[src/lpm_pkg.sv]
package lpm_pkg;

    localparam int ROUTE_ENTRIES     = 256;
    localparam int NEIGHBOUR_ENTRIES = 256;
    localparam int RT_IW = (ROUTE_ENTRIES > 1) ? $clog2(ROUTE_ENTRIES) : 1;
    localparam int NB_IW = (NEIGHBOUR_ENTRIES > 1) ? $clog2(NEIGHBOUR_ENTRIES) : 1;

    localparam logic [15:0] IPV4_TYPE  = 16'h0800;
    localparam logic [5:0]  MAX_PREFIX = 6'd32;

    localparam logic [1:0] ACT_DECIDE = 2'd0;
    localparam logic [1:0] ACT_ROUTE  = 2'd1;
    localparam logic [1:0] ACT_NBR    = 2'd2;

    localparam logic [1:0] V_PASS     = 2'd0;
    localparam logic [1:0] V_DROP     = 2'd1;
    localparam logic [1:0] V_REDIRECT = 2'd2;
    localparam logic [1:0] V_WRITE    = 2'd3;

    typedef enum logic [1:0] {
        S_IDLE,
        S_RSCAN,
        S_NSCAN
    } t_state;

    typedef struct packed {
        logic [1:0]  action;
        logic        frame_ok;
        logic [15:0] ether_type;
        logic [31:0] address;
        logic [5:0]  prefix_len;
        logic [7:0]  port_index;
        logic [31:0] hop_address;
        logic [47:0] mac_value;
        logic        entry_valid;
    } t_in_item;

    typedef struct packed {
        logic [1:0]  verdict;
        logic [7:0]  out_port;
        logic [47:0] new_dst_mac;
        logic [47:0] new_src_mac;
        logic        write_ok;
    } t_out_item;

    // token walking the route chain
    typedef struct packed {
        logic             vld;
        logic             lookup;   // 1: longest match, 0: exact key find
        logic [31:0]      key;
        logic [5:0]       plen;
        logic             hit;
        logic [RT_IW-1:0] hit_idx;
        logic [5:0]       best_plen;
        logic [7:0]       port;
        logic [31:0]      hop;
        logic [47:0]      mac;
        logic             free;
        logic [RT_IW-1:0] free_idx;
    } t_rt_tok;

    typedef struct packed {
        logic             vld;
        logic [31:0]      key;
        logic             hit;
        logic [NB_IW-1:0] hit_idx;
        logic [47:0]      mac;
        logic             free;
        logic [NB_IW-1:0] free_idx;
    } t_nb_tok;

    typedef struct packed {
        logic             en;
        logic             clr;
        logic [RT_IW-1:0] idx;
        logic [31:0]      prefix;
        logic [5:0]       plen;
        logic [7:0]       port;
        logic [31:0]      hop;
        logic [47:0]      mac;
    } t_rt_wr;

    typedef struct packed {
        logic             en;
        logic             clr;
        logic [NB_IW-1:0] idx;
        logic [31:0]      ip;
        logic [47:0]      mac;
    } t_nb_wr;

    function automatic logic [31:0] prefix_mask(input logic [5:0] len);
        prefix_mask = ~(32'hFFFF_FFFF >> len);
    endfunction

endpackage

[src/lpm_route_cell.sv]
module lpm_route_cell import lpm_pkg::*; (
    input  logic             i_clk,
    input  logic             i_rst_n,
    input  logic [RT_IW-1:0] i_idx,
    input  t_rt_tok          i_tok,
    input  t_rt_wr           i_wr,
    output t_rt_tok          o_tok
);

    logic        r_valid;
    logic [31:0] r_prefix;
    logic [5:0]  r_plen;
    logic [7:0]  r_port;
    logic [31:0] r_hop;
    logic [47:0] r_mac;
    t_rt_tok     r_tok;
    t_rt_tok     n_tok;

    always_comb begin
        n_tok = i_tok;
        if (i_tok.lookup) begin
            if (r_valid && ((i_tok.key & prefix_mask(r_plen)) == r_prefix) &&
                (!i_tok.hit || r_plen > i_tok.best_plen)) begin
                n_tok.hit       = 1'b1;
                n_tok.hit_idx   = i_idx;
                n_tok.best_plen = r_plen;
                n_tok.port      = r_port;
                n_tok.hop       = r_hop;
                n_tok.mac       = r_mac;
            end
        end else begin
            if (r_valid && !i_tok.hit && r_prefix == i_tok.key && r_plen == i_tok.plen) begin
                n_tok.hit     = 1'b1;
                n_tok.hit_idx = i_idx;
            end
            if (!r_valid && !i_tok.free) begin
                n_tok.free     = 1'b1;
                n_tok.free_idx = i_idx;
            end
        end
    end

    always_ff @(posedge i_clk) begin
        if (!i_rst_n) begin
            r_valid   <= 1'b0;
            r_tok.vld <= 1'b0;
        end else begin
            r_tok <= n_tok;
            if (i_wr.en && i_wr.idx == i_idx) begin
                r_valid <= !i_wr.clr;
            end
        end
        if (i_wr.en && !i_wr.clr && i_wr.idx == i_idx) begin
            r_prefix <= i_wr.prefix;
            r_plen   <= i_wr.plen;
            r_port   <= i_wr.port;
            r_hop    <= i_wr.hop;
            r_mac    <= i_wr.mac;
        end
    end

    assign o_tok = r_tok;

endmodule

[config.mk]
export PLATFORM = sky130hd
export DESIGN_NAME = lpm_route_cell
export DESIGN_NICKNAME = d
export VERILOG_FILES = /design/src/lpm_pkg.sv /design/src/lpm_route_cell.sv
export SDC_FILE = /design/constraint.sdc
export NUM_CORES = 1
export LEC_CHECK = 0
export ABC_AREA = 1
export ABC_CLOCK_PERIOD_IN_PS = 10800
export BUFFER_PORTS_ARGS = -buffer_cell sky130_fd_sc_hd__buf_2
export CORE_AREA = 8 8 169 171
export DETAILED_ROUTE_END_ITERATION = 8
export DIE_AREA = 0 0 177 179
export MAX_ROUTING_LAYER = met4
export PLACE_DENSITY = 0.76
export SYNTH_ARGS = -nofsm -noshare
export SYNTH_HDL_FRONTEND = slang
export SYNTH_SLANG_ARGS = --single-unit
[constraint.sdc]
create_clock -name i_clk -period 10.8 [get_ports i_clk]
set_input_delay 0.54 -clock i_clk [delete_from_list [all_inputs] [get_ports i_clk]]
set_output_delay 0.54 -clock i_clk [all_outputs]
set_load 0.005 [all_outputs]
==> Word level (Yosys, flattened, before mapping) <==
Index checks and enable logic that the tools add are counted.
{ "op_classes": {"reduce_logical": 14, "n_lt_le_gt_ge": 1, "shifts": 1, "bitwise": 2, "eq_ne": 4, "muxes": 6} }
{ "op_table": {"columns": ["operator", "n"], "rows": [
  ["103-bit two-way mux", 1],
  ["94-bit two-way mux", 1],
  ["32-bit == test", 2],
  ["9-bit two-way mux", 4],
  ["32-bit bitwise AND", 1],
  ["32-bit NOT", 1],
  ["32-bit by 6-bit >> shifter with 32-bit output, first input constant", 1],
  ["1-bit logical AND", 9],
  ["8-bit == test", 1],
  ["6-bit == test", 1],
  ["6-bit > comparator", 1],
  ["1-bit logical NOT", 4],
  ["1-bit logical OR", 1]
]} }
{ "word_totals": {"elab_cells": 46, "out_inout_bits": 152, "in_bits": 298, "ff_bits": 279} }

==> Longest topological paths before layout <==
{ "depth": {"word_depth": 8, "ltp_mapped": 17, "ltp_nobuf": 15} }

==> Worst setup path before layout <==
Ideal clock, no wire load.
{ "synth_timing": {"kind": "input -> register", "startpoint": "input port i_idx[4]", "endpoint": "register r_hop[0], enable pin", "t_required_ps": 10321, "path_buffers": 0, "setup_time_ps": 479, "path_stages": 7, "slack_ps": 6551, "t_arrival_ps": 3769, "path_cell_list": "inv_1 or2_2 nand3_1 nor4_1 nand2_1 or2_2 inv_1"} }
{ "synth_via": {"elab_chain_cells": 2} }
{ "synth_lines": {"columns": ["item", "line", "rtl"], "rows": [
  ["start, declared", "lpm_route_cell.sv:4", "input logic [RT_IW-1:0] i_idx,"],
  ["8-bit == test", "lpm_route_cell.sv:53", "if (i_wr.en && !i_wr.clr && i_wr.idx == i_idx) begin"],
  ["1-bit logical AND", "lpm_route_cell.sv:53", null],
  ["end signal, assigned", "lpm_route_cell.sv:57", "r_hop <= i_wr.hop;"],
  ["end, declared", "lpm_route_cell.sv:14", "logic [31:0] r_hop;"]
]} }
Every way passes these cells.
A chain may end at the register's enable or synchronous reset.

==> results by group <==
Status
  – Run status: finished, final reports clean

Place
  – Hpwl dp: 28400 um
  – Weighted congestion reported at the end of routability-driven placement: 0.932
  – Port-buffer cells: 449

Finish
  – Fillers: 2097
  – Number of nets in the finished design: 1796
  – Share of final-layout standard cells stronger than drive strength 1: 0.363
  – Synthesis-to-finish area growth: 29.0%
  – Core utilization of the finished layout: 0.599
  – Footprint of the multi-input gates: 2720 sq um
  – Sequential cell area in the final layout: 8360 sq um

Synthesis
  – Most instantiated library cell after synthesis: edfxtp_1
  – Compound-Gate Fraction of Synth Area: 0.0639
  – Flops & latches, synth: 279
  – Number of synthesized flops with an enable pin: 277
  – Post-synthesis mux area share: 0.00377
  – Mapped Nets: 1342
  – Average footprint of a synthesized cell: 11.5 sq um
  – Post-synthesis cell area: 12000 sq um
  – Count of synthesis-stage warnings from yosys: 0
  – Area share of the leading cell type in the synthesized netlist: 0.695
  – Post-Synth XOR/XNOR Area: 0.0102
  – Post-synthesis simple-gate area fraction: 0.143
  – Synthesized netlist cell count: 1038
  – Main flop type after synthesis: edfxtp_1
  – Adder-cell area share of the yosys netlist: 0.00628
  – Synth unique cells: 35
  – Largest area contributor in the netlist: edfxtp_1
  – Top area cells in the synthesized netlist: edfxtp_1 70%, nand2_1 8.2%, inv_1 5.2%
  – Proportion of synthesized chip area in sequential cells: 0.699
  – Async SR Flop Fraction: 0
  – Most frequent cells after synthesis: 277 x edfxtp_1, 261 x nand2_1, 165 x inv_1
  – Largest family of logic cells by synthesized area: simple AND/OR/NAND/NOR gates

CTS
  – Cell at the root of the clock tree: clkbuf_16
  – Resized cells post-CTS: 0
  – H-tree levels: 1
  – CTS tree: yes
  – Maximum root-to-sink buffer count: 3
  – CTS clk-pin slew, worst paths: 0.06 ns
  – Clk sinks: 279
  – Post-CTS Hold Fix Bufs: 0
  – Source-to-sink clock delay at the later pin of the worst-skew pair: 0.54 ns
  – Number of setup buffers added after CTS: 0
  – CTS buffer count: 29

Floorplan
  – Overall die area: 31700 sq um
  – Height of the die: 179 um
  – Width of the chip: 177 um
  – Count of standard-cell rows: 59
  – Initial core utilization: 0.464
  – IO Count: 450
  – Core Box Area: 25800 sq um

Critical path
  – R2R Setup Slk: 6.62 ns
  – Endpoint type of the worst setup path: flip-flop
  – CP required: 11.18 ns
  – Largest driver fanout on the critical path: 104
  – Startpoint class of the critical path: flip-flop
  – Arrival time of the worst setup path: 4.56 ns
  – Worst Setup Path Type: reg2reg

Power and ir drop
  – Maximum vdd ir drop: 0.000153 V
  – Leakage component of the power: 0.00718 uW
  – Power per unit of standard cell area: 161 nW/um^2

Global routing
  – Via count of the first global-routing pass: 9298
  – First-pass GRT wire length: 52900 um
  – Combined global-route utilization of all metal layers: 0.227
  – Maximum number of pins on one net before global-route repair: 105
  – Remaining global-route overflow: 0
  – Number of antenna violations at the first check in global routing: 13

Routing
  – Via total after detailed routing: 9152
  – Routed via count divided by cell count: 4.92
  – Pre-antenna DRT Iters: 7
  – Starting DRT DRC Count: 703
  – Wire length reported by the detailed router: 36900 um
  – DRC viols: 0
  – Routed wirelength normalized by instance count: 19.8 um
  – ANT nets after route: 0

Min path
  – Worst min-delay path class: in2reg

Timing
  – Final-layout setup total negative slack: 0 ns
  – Measured slew at the worst slew-check pin: 1.04 ns
  – Peak clock frequency supported by timing: 239 MHz
  – Max-slew violations: 0
  – Final hold violations: 0
  – Final setup violation count: 0
  – Max-slew headroom: 0.307
  – Minimum clock period: 4.18 ns
  – Part of the cycle the worst path needs: 0.387
  – RSZ-0062 raised after global routing: no
  – Maximum clock skew at final layout: 0.0227 ns

Run
  – Max-capacitance violation count: 0
## metrics by stage
step | instances | area (sq um) | total power [uW] | hold slack, ns | worst slack (ns)
after global placement | 1796 | 14400 | 1460 | 0.521 | 6.80
after floorplan | 1038 | 12000 | 1330 | 0.471 | 6.55
final | 1860 | 15400 | 2480 | 0.169 | 6.62
after detailed placement | 1796 | 14400 | 1470 | 0.543 | 6.70
after global routing | 1860 | 15400 | 2560 | 0.144 | 6.22
after CTS | 1848 | 15400 | 2500 | 0.147 | 6.68
## power breakdown
part	total (uW)	leakage (uW)	internal (uW)	switching, uW
Combinational	187	0.00406	88.8	98.2
Sequential	1260	0.00263	1240	13.0
Clock	1040	0.000488	632	408
## cells by family (layout without fill, tap and decap cells)
logic type	Yosys count	after routing
buffers and inverters	200	675
AO/OA/AOI/OAI	126	126
adder cells (fa/ha/maj)	6	6
multiplexers	4	4
AND/OR/NAND/NOR	409	409
XOR/XNOR	14	14
flip-flops	279	279
other	0	12
## worst paths after layout
| path | endpoint | from | cells after the start |
|---|---|---|---|
| hold reg to reg | o_tok[11] | r_mac[2] | 2 |
| setup reg to reg | o_tok[87] | r_plen[4] | 15 |
| hold / removal | r_hop[24] | i_wr[72] | 1 |
| setup / recovery | o_tok[87] | r_plen[4] | 15 |
## metal layers
metal / wire (um) / vias up / part of all wire / global-route usage
li1: - / 4406 / - / -
met1: 13100 / 4184 / 0.36 / 0.245
met2: 18800 / 493 / 0.51 / 0.391
met3: 3740 / 69 / 0.10 / 0.0668
met4: 1220 / 0 / 0.033 / 0.0872
met5: 0 / - / 0 / -
## critical path: stages (launching register included)
cell	delay, ns
edfxtp_1	0.54
nor2_4	0.52
nand2_1	0.21
nor2_1	0.18
nand2_1	0.07
nand2_1	0.06
inv_1	0.03
nand2_1	0.05
nor2_1	0.04
nand2_1	0.07
nor2_2	0.06
nand4_4	0.13
buf_4	0.76
buf_4	0.84
nand2_1	0.19
o21ai_2	0.11
## cell type report
type                       instances  area share
sequential                       279       0.541
multi-input combinational        559       0.176
timing repair buffer             453       0.148
clock buffer                      31      0.0475
inverter                         170      0.0415
tap                              335      0.0272
clock inverter                    21      0.0165
antenna                           12     0.00195
## cell usage in the layout, fill, tap and decap left out, types with 2 or more instances in the layout
cell type and instances:
nor2_1 62, inv_2 3, dfxtp_1 2, xnor2_1 9
buf_2 448, a21boi_0 2, o22ai_1 3, o2111ai_1 2
mux2_2 4, nand2_2 3, a21oi_1 4, nor2_2 3
o21ai_2 30, nand2_1 261, nand4_1 13, xor2_1 5
clkinv_1 7, or2_2 5, inv_1 164, buf_4 4
edfxtp_1 277, o21ai_0 16, ha_1 6, nor4_1 6
clkbuf_16 29, bufinv_16 6, o21ai_1 67, diode_2 12
nor3_1 4, clkbuf_1 2, clkinv_2 8, nand3_1 48
## state kept, by name, summed over array words and instances, names as in the netlist
name / cells
r_prefix: 32
r_valid: 1
o_tok: 152
r_port: 8
r_mac: 48
r_plen: 6
r_hop: 32
Note: power is estimated with default switching activity, not from simulation.
