## src/lpm_pkg.sv

```systemverilog
package lpm_pkg;

    localparam int ROUTE_ENTRIES     = 256;
    localparam int NEIGHBOUR_ENTRIES = 256;
    localparam int RT_IW = (ROUTE_ENTRIES > 1) ? $clog2(ROUTE_ENTRIES) : 1;
    localparam int NB_IW = (NEIGHBOUR_ENTRIES > 1) ? $clog2(NEIGHBOUR_ENTRIES) : 1;

    localparam logic [15:0] IPV4_TYPE  = 16'h0800;
    localparam logic [5:0]  MAX_PREFIX = 6'd32;

    localparam logic [1:0] ACT_DECIDE = 2'd0;
    localparam logic [1:0] ACT_ROUTE  = 2'd1;
    localparam logic [1:0] ACT_NBR    = 2'd2;

    localparam logic [1:0] V_PASS     = 2'd0;
    localparam logic [1:0] V_DROP     = 2'd1;
    localparam logic [1:0] V_REDIRECT = 2'd2;
    localparam logic [1:0] V_WRITE    = 2'd3;

    typedef enum logic [1:0] {
        S_IDLE,
        S_RSCAN,
        S_NSCAN
    } t_state;

    typedef struct packed {
        logic [1:0]  action;
        logic        frame_ok;
        logic [15:0] ether_type;
        logic [31:0] address;
        logic [5:0]  prefix_len;
        logic [7:0]  port_index;
        logic [31:0] hop_address;
        logic [47:0] mac_value;
        logic        entry_valid;
    } t_in_item;

    typedef struct packed {
        logic [1:0]  verdict;
        logic [7:0]  out_port;
        logic [47:0] new_dst_mac;
        logic [47:0] new_src_mac;
        logic        write_ok;
    } t_out_item;

    // token walking the route chain
    typedef struct packed {
        logic             vld;
        logic             lookup;   // 1: longest match, 0: exact key find
        logic [31:0]      key;
        logic [5:0]       plen;
        logic             hit;
        logic [RT_IW-1:0] hit_idx;
        logic [5:0]       best_plen;
        logic [7:0]       port;
        logic [31:0]      hop;
        logic [47:0]      mac;
        logic             free;
        logic [RT_IW-1:0] free_idx;
    } t_rt_tok;

    typedef struct packed {
        logic             vld;
        logic [31:0]      key;
        logic             hit;
        logic [NB_IW-1:0] hit_idx;
        logic [47:0]      mac;
        logic             free;
        logic [NB_IW-1:0] free_idx;
    } t_nb_tok;

    typedef struct packed {
        logic             en;
        logic             clr;
        logic [RT_IW-1:0] idx;
        logic [31:0]      prefix;
        logic [5:0]       plen;
        logic [7:0]       port;
        logic [31:0]      hop;
        logic [47:0]      mac;
    } t_rt_wr;

    typedef struct packed {
        logic             en;
        logic             clr;
        logic [NB_IW-1:0] idx;
        logic [31:0]      ip;
        logic [47:0]      mac;
    } t_nb_wr;

    function automatic logic [31:0] prefix_mask(input logic [5:0] len);
        prefix_mask = ~(32'hFFFF_FFFF >> len);
    endfunction

endpackage

```

## src/lpm_nbr_cell.sv

```systemverilog
module lpm_nbr_cell import lpm_pkg::*; (
    input  logic             i_clk,
    input  logic             i_rst_n,
    input  logic [NB_IW-1:0] i_idx,
    input  t_nb_tok          i_tok,
    input  t_nb_wr           i_wr,
    output t_nb_tok          o_tok
);

    logic        r_valid;
    logic [31:0] r_ip;
    logic [47:0] r_mac;
    t_nb_tok     r_tok;
    t_nb_tok     n_tok;

    always_comb begin
        n_tok = i_tok;
        if (r_valid && !i_tok.hit && r_ip == i_tok.key) begin
            n_tok.hit     = 1'b1;
            n_tok.hit_idx = i_idx;
            n_tok.mac     = r_mac;
        end
        if (!r_valid && !i_tok.free) begin
            n_tok.free     = 1'b1;
            n_tok.free_idx = i_idx;
        end
    end

    always_ff @(posedge i_clk) begin
        if (!i_rst_n) begin
            r_valid   <= 1'b0;
            r_tok.vld <= 1'b0;
        end else begin
            r_tok <= n_tok;
            if (i_wr.en && i_wr.idx == i_idx) begin
                r_valid <= !i_wr.clr;
            end
        end
        if (i_wr.en && !i_wr.clr && i_wr.idx == i_idx) begin
            r_ip  <= i_wr.ip;
            r_mac <= i_wr.mac;
        end
    end

    assign o_tok = r_tok;

endmodule

```

## config.mk

```make
export PLATFORM = sky130hd
export DESIGN_NAME = lpm_nbr_cell
export DESIGN_NICKNAME = d
export VERILOG_FILES = /design/src/lpm_pkg.sv /design/src/lpm_nbr_cell.sv
export SDC_FILE = /design/constraint.sdc
export NUM_CORES = 1
export LEC_CHECK = 0
export ABC_AREA = 1
export BUFFER_PORTS_ARGS = -buffer_cell sky130_fd_sc_hd__buf_4
export CAP_MARGIN = 0
export CORE_MARGIN = 2
export CORE_UTILIZATION = 50
export CTS_BUF_LIST = sky130_fd_sc_hd__clkbuf_4
export DETAILED_ROUTE_END_ITERATION = 7
export GPL_TIMING_DRIVEN = 0
export HOLD_SLACK_MARGIN = 0.03
export PLACE_DENSITY = 0.81
export SKIP_LAST_GASP = 1
export SLEW_MARGIN = 5
export SYNTH_ARGS = -nofsm -noshare
export SYNTH_HDL_FRONTEND = slang
export SYNTH_SLANG_ARGS = --single-unit
```

## constraint.sdc

```tcl
create_clock -name i_clk -period 4 [get_ports i_clk]
set_input_delay 0.8 -clock i_clk [delete_from_list [all_inputs] [get_ports i_clk]]
set_output_delay 0.8 -clock i_clk [all_outputs]
set_load 0.02 [all_outputs]
```

# Word level (Yosys, flattened, before mapping)
# Cells that the tools add are included.
# W data, S select, Z words.
[op_classes] eq_ne=2 n_mux=2 reduce_logical=10
[ops] cell="$mux W56" count=1
[ops] cell="$eq A32 B32 Y1" count=1
[ops] cell="$eq A8 B8 Y1" count=1
[ops] cell="$mux W8" count=1
[ops] cell="$logic_and A1 B1 Y1" count=6
[ops] cell="$logic_not A1 Y1" count=4
[word_totals] register_bits=180 output_inout_bits=99 in_bits=199

# Logic depth before layout (Yosys ltp)
# Gate-level depths: netlist (run 1).
[logic_depth] ltp_word=4 ltp_mapped=12

# Worst setup path before layout (run 1)
# Ideal clock, no wire load.
[synth_timing] path_type="input to register" from="input port i_idx[2]" to="register r_ip[0] (enable)" setup_time_ns=0.434 path_slack_ns=0.729 arrival_ns=2.837 stages=5 path_cell_list="xnor2_1 nand3_1 nor3_1 nand3_1 inv_1"
[synth_via] elab_chain_len=2
[synth_rtl] item="from (decl)" line_no="lpm_nbr_cell.sv:4" source="input logic [NB_IW-1:0] i_idx,"
[synth_rtl] item="$eq A8 B8 Y1" line_no="lpm_nbr_cell.sv:39" source="if (i_wr.en && !i_wr.clr && i_wr.idx == i_idx) begin"
[synth_rtl] item="$logic_and A1 B1 Y1" line_no="lpm_nbr_cell.sv:39"
[synth_rtl] item="to (signal assigned)" line_no="lpm_nbr_cell.sv:40" source="r_ip <= i_wr.ip;"
[synth_rtl] item="to (decl)" line_no="lpm_nbr_cell.sv:11" source="logic [31:0] r_ip;"
# Every way passes these cells.
# A chain may end at the register's enable or synchronous reset.

# Worst setup path in the final report (run 1)
[layout_timing] from="input port i_idx[2]" to="register r_mac[16] (enable)"
[layout_via] elab_chain_len=2
[layout_rtl] item="$eq A8 B8 Y1" line_no="lpm_nbr_cell.sv:39"
[layout_rtl] item="$logic_and A1 B1 Y1" line_no="lpm_nbr_cell.sv:39"
[layout_rtl] item="to (signal assigned)" line_no="lpm_nbr_cell.sv:41" source="r_mac <= i_wr.mac;"
[layout_rtl] item="to (decl)" line_no="lpm_nbr_cell.sv:12" source="logic [47:0] r_mac;"
# Every way passes these cells.

==> impl_metrics.env, run 1 <==
export IMPL_stdcell_area_mm2=0.0108
export IMPL_area_delta_synth_final_pct=36.1
export IMPL_critPathCaptureType="flip-flop"
export IMPL_clock_sinks=180
export IMPL_cts_made_buffers=17
export IMPL_drt_vias_per_instance=4.76
export IMPL_status="finished, final reports clean"
export IMPL_num_rows=46
export IMPL_layout_drive_gt1_share=0.450
export IMPL_synth_distinct_cells=31
export IMPL_worst_slew_pin_slew_ps=980
export IMPL_fin_crit_sh=0.511
export IMPL_grt_pass1_wl_um=27400
export IMPL_start_util=0.505
export IMPL_grt_ovfl_total=0
export IMPL_synth_seq_area_share=0.679
export IMPL_clkLatencyLatePin_ps=560
export IMPL_die_h_um=130
export IMPL_io_pins=298
export IMPL_synth_top_area_share=0.674
export IMPL_drt_iter0_drc=287
export IMPL_ys_ff_latch=180
export IMPL_ant_nets=0
export IMPL_max_freq_mhz=489
export IMPL_setup_viol=0
export IMPL_post_cts_resized=0
export IMPL_yosys_top_cells_area="edfxtp_1 (67%), nand2_1 (6.0%), inv_1 (4.9%), o21bai_2 (4.1%), nand3_2 (4.0%)"
export IMPL_fillers=1198
export IMPL_wl_per_cell_um=16.1
export IMPL_critPathLaunchType="input port"
export IMPL_core_area_mm2=0.0157
export IMPL_cp_data_required_time_ps=4250
export IMPL_clkTransAtPathRegs_ps=150
export IMPL_worst_setup_path_type="input port to flip-flop"
export IMPL_grt_pass1_vias=5419
export IMPL_syn_area_per_cell_um2=12.7
export IMPL_syn_inst=627
export IMPL_tns_ps=0
export IMPL_die_w_um=130
export IMPL_place_congestion=0.841
export IMPL_via_count=5591
export IMPL_rsz0062_at_grt="false"
export IMPL_yosysWarnings=0
export IMPL_cts_max_level=4
export IMPL_root_buffer="clkbuf_4"
export IMPL_cp_arrival_ps=2290
export IMPL_drcViolationCount=0
export IMPL_hold_viol=0
export IMPL_pwr_density_cell_mw_per_mm2=356
export IMPL_skew_ps=16.1
export IMPL_dp_cells=1141
export IMPL_min_period_ps=2040
export IMPL_leakage_nw=4.73
export IMPL_maxSlewHeadroom=0.346
export IMPL_placed_cell_area_mm2=0.0105
export IMPL_cts_hold_buffers=0
export IMPL_cts_buffer_depth=2
export IMPL_syn_area_mm2=0.00793
export IMPL_hp_class="input port to flip-flop"
export IMPL_irDropWorstVdd_mv=0.265
export IMPL_io_buffers=297
export IMPL_die_area_mm2=0.0169
export IMPL_synth_nets=826
export IMPL_stdcell_count=1174
export IMPL_total_power_mw=3.84
export IMPL_first_pass_iters=4
export IMPL_wl_um=18900
export IMPL_post_cts_buffers=0
export IMPL_grt_max_degree=101
export IMPL_num_nets_final=1143
export IMPL_antenna_found_initial=1
export IMPL_hpwl_um=14200
export IMPL_yosys_area_top_type="edfxtp_1"
export IMPL_fin_util=0.687
export IMPL_slew_viol_final=0
export IMPL_crit_fanout=51
export IMPL_cts_tree="yes"
export IMPL_maxCapViolations=0
export IMPL_grt_usage=0.221
[per-layer routing]
layer  share of wire  vias to the layer above  track usage
met5               0                        -            0
met4           0.018                        0       0.0753
met3            0.10                       25       0.0828
met2            0.52                      238        0.401
met1            0.36                     2594        0.237
li1                -                     2734            -
[final timing paths]
check,startpoint,depth (start not counted),slack [ps],to
max,i_idx[2],7,1960,r_mac[16]
min,i_wr[40],1,400,r_mac[40]
max reg2reg,r_ip[30],8,1970,o_tok[59]
min reg2reg,r_valid,2,520,r_valid
[kinds of logic (layout without fill, tap and decap cells)]
family	Yosys count	after routing	synth area share
AOI/OAI and AO/OA	67	67	0.0743
xor gates and xnor gates	12	12	0.0132
buffers and inverters	132	462	0.0803
DFF	180	180	0.679
muxes	4	4	0.00568
other	0	1	0
and+or+nand+nor	232	232	0.148
[worst max-delay path, stage by stage]
cell     delay, ps
buf_4          130
xnor2_1        240
nand3_1        120
nor3_1         140
nand3_1        150
inv_4          360
buf_16         310
[where the power goes]
group / total (mW) / internal, mW / switching (mW)
Sequential: 2.19 / 2.16 / 0.0226
Combinational: 0.518 / 0.270 / 0.248
Clock: 1.14 / 0.503 / 0.636
[sequential cells by signal, indices dropped and copies added (netlist names)]
register  count
o_tok        99
r_mac        48
r_ip         32
r_valid       1
[cell type report]
type / instances / area (µm²) / area share
Clock buffer: 17 / 128 / 0.0118
Buffer: 25 / 235 / 0.0218
Antenna cell: 1 / 2.50 / 0.000232
Multi-Input combinational cell: 315 / 1910 / 0.177
Inverter: 107 / 404 / 0.0374
Tap cell: 216 / 270 / 0.0250
Sequential cell: 180 / 5390 / 0.499
Clock inverter: 15 / 201 / 0.0187
Timing Repair Buffer: 298 / 2260 / 0.209
[cells in the final DEF, fill, tap and decap left out, types with 2 or more instances in the layout]
cell type / synthesis / final
nor3_1: 2 / 2
buf_12: 3 / 3
xnor2_1: 8 / 8
clkinv_2: 0 / 2
nor2_4: 2 / 2
nand3_2: 32 / 32
bufinv_16: 0 / 4
buf_4: 7 / 303
a21oi_1: 4 / 4
edfxtp_1: 178 / 178
nor2_1: 21 / 21
clkbuf_4: 0 / 17
clkinv_4: 0 / 3
o21ai_0: 2 / 2
xor2_1: 4 / 4
nor2_2: 2 / 2
inv_1: 104 / 103
buf_2: 2 / 2
dfxtp_1: 2 / 2
nand4_1: 3 / 3
or2_2: 8 / 8
nand3_1: 32 / 32
o21bai_2: 29 / 29
inv_2: 3 / 3
nand2_1: 127 / 127
buf_6: 7 / 8
inv_6: 0 / 3
mux2_2: 4 / 4
o21ai_1: 3 / 3
clkbuf_1: 5 / 5
o21bai_1: 28 / 28
clkinv_1: 0 / 2
[through the flow]
step | hold WS, ps | setup slack (ps)
floorplan | 474 | 729
global placement | 499 | -254
detailed placement | 507 | 1360
CTS | 342 | 1940
global route | 330 | 1840
finish | 398 | 1960
[cells in the mapped netlist]
cell type	n
a21boi_0	1
a21oi_1	4
and3_1	1
buf_12	3
buf_2	2
buf_4	7
buf_6	7
buf_8	1
clkbuf_1	5
dfxtp_1	2
edfxtp_1	178
inv_1	104
inv_2	3
mux2_2	4
nand2_1	127
nand2_2	1
nand3_1	32
nand3_2	32
nand4_1	3
nor2_1	21
nor2_2	2
nor2_4	2
nor3_1	2
nor3_2	1
o21ai_0	2
o21ai_1	3
o21bai_1	28
o21bai_2	29
or2_2	8
xnor2_1	8
xor2_1	4
Power figures use the tool's default switching activity.
==> run 2, diff against run 1 <==
--- a/config.mk
+++ b/config.mk
@@ -9,12 +9,12 @@
 export BUFFER_PORTS_ARGS = -buffer_cell sky130_fd_sc_hd__buf_4
 export CAP_MARGIN = 0
 export CORE_MARGIN = 2
-export CORE_UTILIZATION = 50
+export CORE_UTILIZATION = 46
 export CTS_BUF_LIST = sky130_fd_sc_hd__clkbuf_4
 export DETAILED_ROUTE_END_ITERATION = 7
 export GPL_TIMING_DRIVEN = 0
 export HOLD_SLACK_MARGIN = 0.03
-export PLACE_DENSITY = 0.81
+export PLACE_DENSITY = 0.79
 export SKIP_LAST_GASP = 1
 export SLEW_MARGIN = 5
 export SYNTH_ARGS = -nofsm -noshare
==> constraint.sdc (replaced) <==
create_clock -name i_clk -period 1.6 [get_ports i_clk]
set_input_delay 0.32 -clock i_clk [delete_from_list [all_inputs] [get_ports i_clk]]
set_output_delay 0.32 -clock i_clk [all_outputs]
set_load 0.02 [all_outputs]
==> run 2 against run 1 <==
The flow now finishes with violations (negative setup slack); clock power increased to 2.6 times the previous value; combinational power increased to 3.1 times the previous value; setup slack got worse by 2200 ps; sequential share of layout area shrank 6.7 points; count of clock-buffer cells in the layout unchanged; worst hold slack worse by 320 ps; via count increased by 13%; cell area up 15%; largest cell class unchanged; highest routed layer unchanged.
==> impl_metrics.env, run 2 (same netlist as run 1, synthesis figures left out) <==
export IMPL_status="finished, violations left"
export IMPL_violations="negative setup slack"
export IMPL_leakage_nw=5.40
export IMPL_crit_fanout=10
export IMPL_grt_ovfl_total=0
export IMPL_io_pins=298
export IMPL_p_int_mw=7.56
export IMPL_num_nets_final=1283
export IMPL_cts_made_buffers=17
export IMPL_worst_slew_pin_slew_ps=973
export IMPL_area_delta_synth_final_pct=57.2
export IMPL_pwr_density_cell_mw_per_mm2=801
export IMPL_die_h_um=135
export IMPL_combPwrFrac=0.159
export IMPL_drcViolationCount=0
export IMPL_maxSlewHeadroom=0.351
export IMPL_final_cell_mix="buf_4 (304), edfxtp_1 (178), dlygate4sd3_1 (127)"
export IMPL_via_count=6343
export IMPL_clkTransAtPathRegs_ps=150
export IMPL_setup_viol=57
export IMPL_cts_tree="yes"
export IMPL_cp_arrival_ps=2180
export IMPL_worst_setup_path_type="flip-flop to flip-flop"
export IMPL_fin_crit_sh=1.15
export IMPL_cp_data_required_time_ps=1940
export IMPL_irDropWorstVdd_mv=0.536
export IMPL_clkLatencyLatePin_ps=580
export IMPL_drt_vias_per_instance=4.79
export IMPL_min_period_ps=1840
export IMPL_fillers=1104
export IMPL_cts_buffer_depth=2
export IMPL_antenna_found_initial=2
export IMPL_clock_sinks=180
export IMPL_holdWs_ps=75.0
export IMPL_start_util=0.465
export IMPL_first_pass_iters=5
export IMPL_hpwl_um=14100
export IMPL_switching_share=0.243
export IMPL_hp_class="input port to flip-flop"
export IMPL_die_area_mm2=0.0183
export IMPL_wl_um=22600
export IMPL_hold_viol=0
export IMPL_layout_drive_gt1_share=0.420
export IMPL_max_freq_mhz=544
export IMPL_grt_max_degree=101
export IMPL_clkPwrFrac=0.292
export IMPL_num_rows=48
export IMPL_skew_ps=27.4
export IMPL_p_seq_frac=0.548
export IMPL_wl_per_cell_um=17.0
export IMPL_total_power_mw=9.99
export IMPL_worst_slack_ps=-238
export IMPL_cts_max_level=4
export IMPL_drt_iter0_drc=285
export IMPL_critPathCaptureType="flip-flop"
export IMPL_power_switching_mw=2.43
export IMPL_grt_pass1_vias=6634
export IMPL_slew_viol_final=0
export IMPL_io_buffers=297
export IMPL_critPathLaunchType="flip-flop"
export IMPL_rsz0062_at_grt="true"
export IMPL_root_buffer="clkbuf_4"
export IMPL_largest_reg_flops=99
export IMPL_core_area_mm2=0.0171
export IMPL_maxCapViolations=0
export IMPL_grt_pass1_wl_um=33400
export IMPL_die_w_um=135
export IMPL_ant_nets=0
export IMPL_final_common_cell="buf_4"
export IMPL_place_congestion=0.819
export IMPL_grt_usage=0.243
[run 2: changes by cell type in the layout (fill, tap and decap cells not counted), sizes merged]
cell / delta
clkinv: -1
clkinvlp: +2
clkbuf: +1
dlygate4sd3: +127
diode: +1
inv: -1
buf: +12
[run 2: critical path: stages (launching register included)]
cell and delay, ps:
edfxtp_1 440, xnor2_1 190, nand2_1 100, nor2_2 150, nand3_4 120, buf_8 170, buf_4 200, o21bai_4 170
nand2_2 60
[run 2: what timing repair did]
item                                   CTS  global route
setup endpoints to repair               93            57
hold buffers                           127             0
buffers inserted                         6             2
resized for setup                       34            16
gates cloned                             1             3
pin swaps                               10             7
endpoints found under the hold margin  125             0
[run 2: cell type report]
class	count	area (µm²)	area share
multi-input combinational	315	2000	0.161
clock inverter	15	203	0.0163
buffer	25	330	0.0265
antenna	2	5.00	0.000401
timing repair buffer	438	3720	0.298
sequential	180	5390	0.432
tap	225	282	0.0226
inverter	107	413	0.0331
clock buffer	17	128	0.0102
[run 2: worst paths after layout]
path / startpoint / endpoint / slack, ps / cells past startpoint
max: r_ip[27] / o_tok[54] / -240 / 8
max reg2reg: r_ip[27] / o_tok[54] / -240 / 8
min reg2reg: r_valid / r_valid / 510 / 2
min: i_idx[6] / o_tok[63] / 70 / 3
[run 2: routing by layer]
metal | wire length [µm] | GRT usage
met1 | 7990 | 0.260
met2 | 12200 | 0.446
met3 | 1520 | 0.0591
met4 | 832 | 0.123
met5 | 0 | 0
[run 2: power groups by stage]
stage	Combinational, mW	Sequential, mW	Clock [mW]
finish	1.59	5.48	2.92
floorplan	0.227	5.84	0
global placement	1.29	5.57	0
CTS	1.56	5.47	2.98
detailed placement	1.30	5.58	0
global route	1.69	5.49	3.15
[run 2: metrics by stage]
step | setup slack, ps | instance area (µm²) | utilization | TNS (ps) | std cells
floorplan | -784 | 7970 | - | -62750 | 627
global placement | -1590 | 10500 | 0.614 | -152190 | 1149
detailed placement | -700 | 10500 | 0.617 | -70410 | 1151
CTS | -213 | 12300 | 0.722 | -9240 | 1317
global route | -347 | 12500 | 0.731 | -17750 | 1324
finish | -238 | 12500 | 0.731 | -10920 | 1324
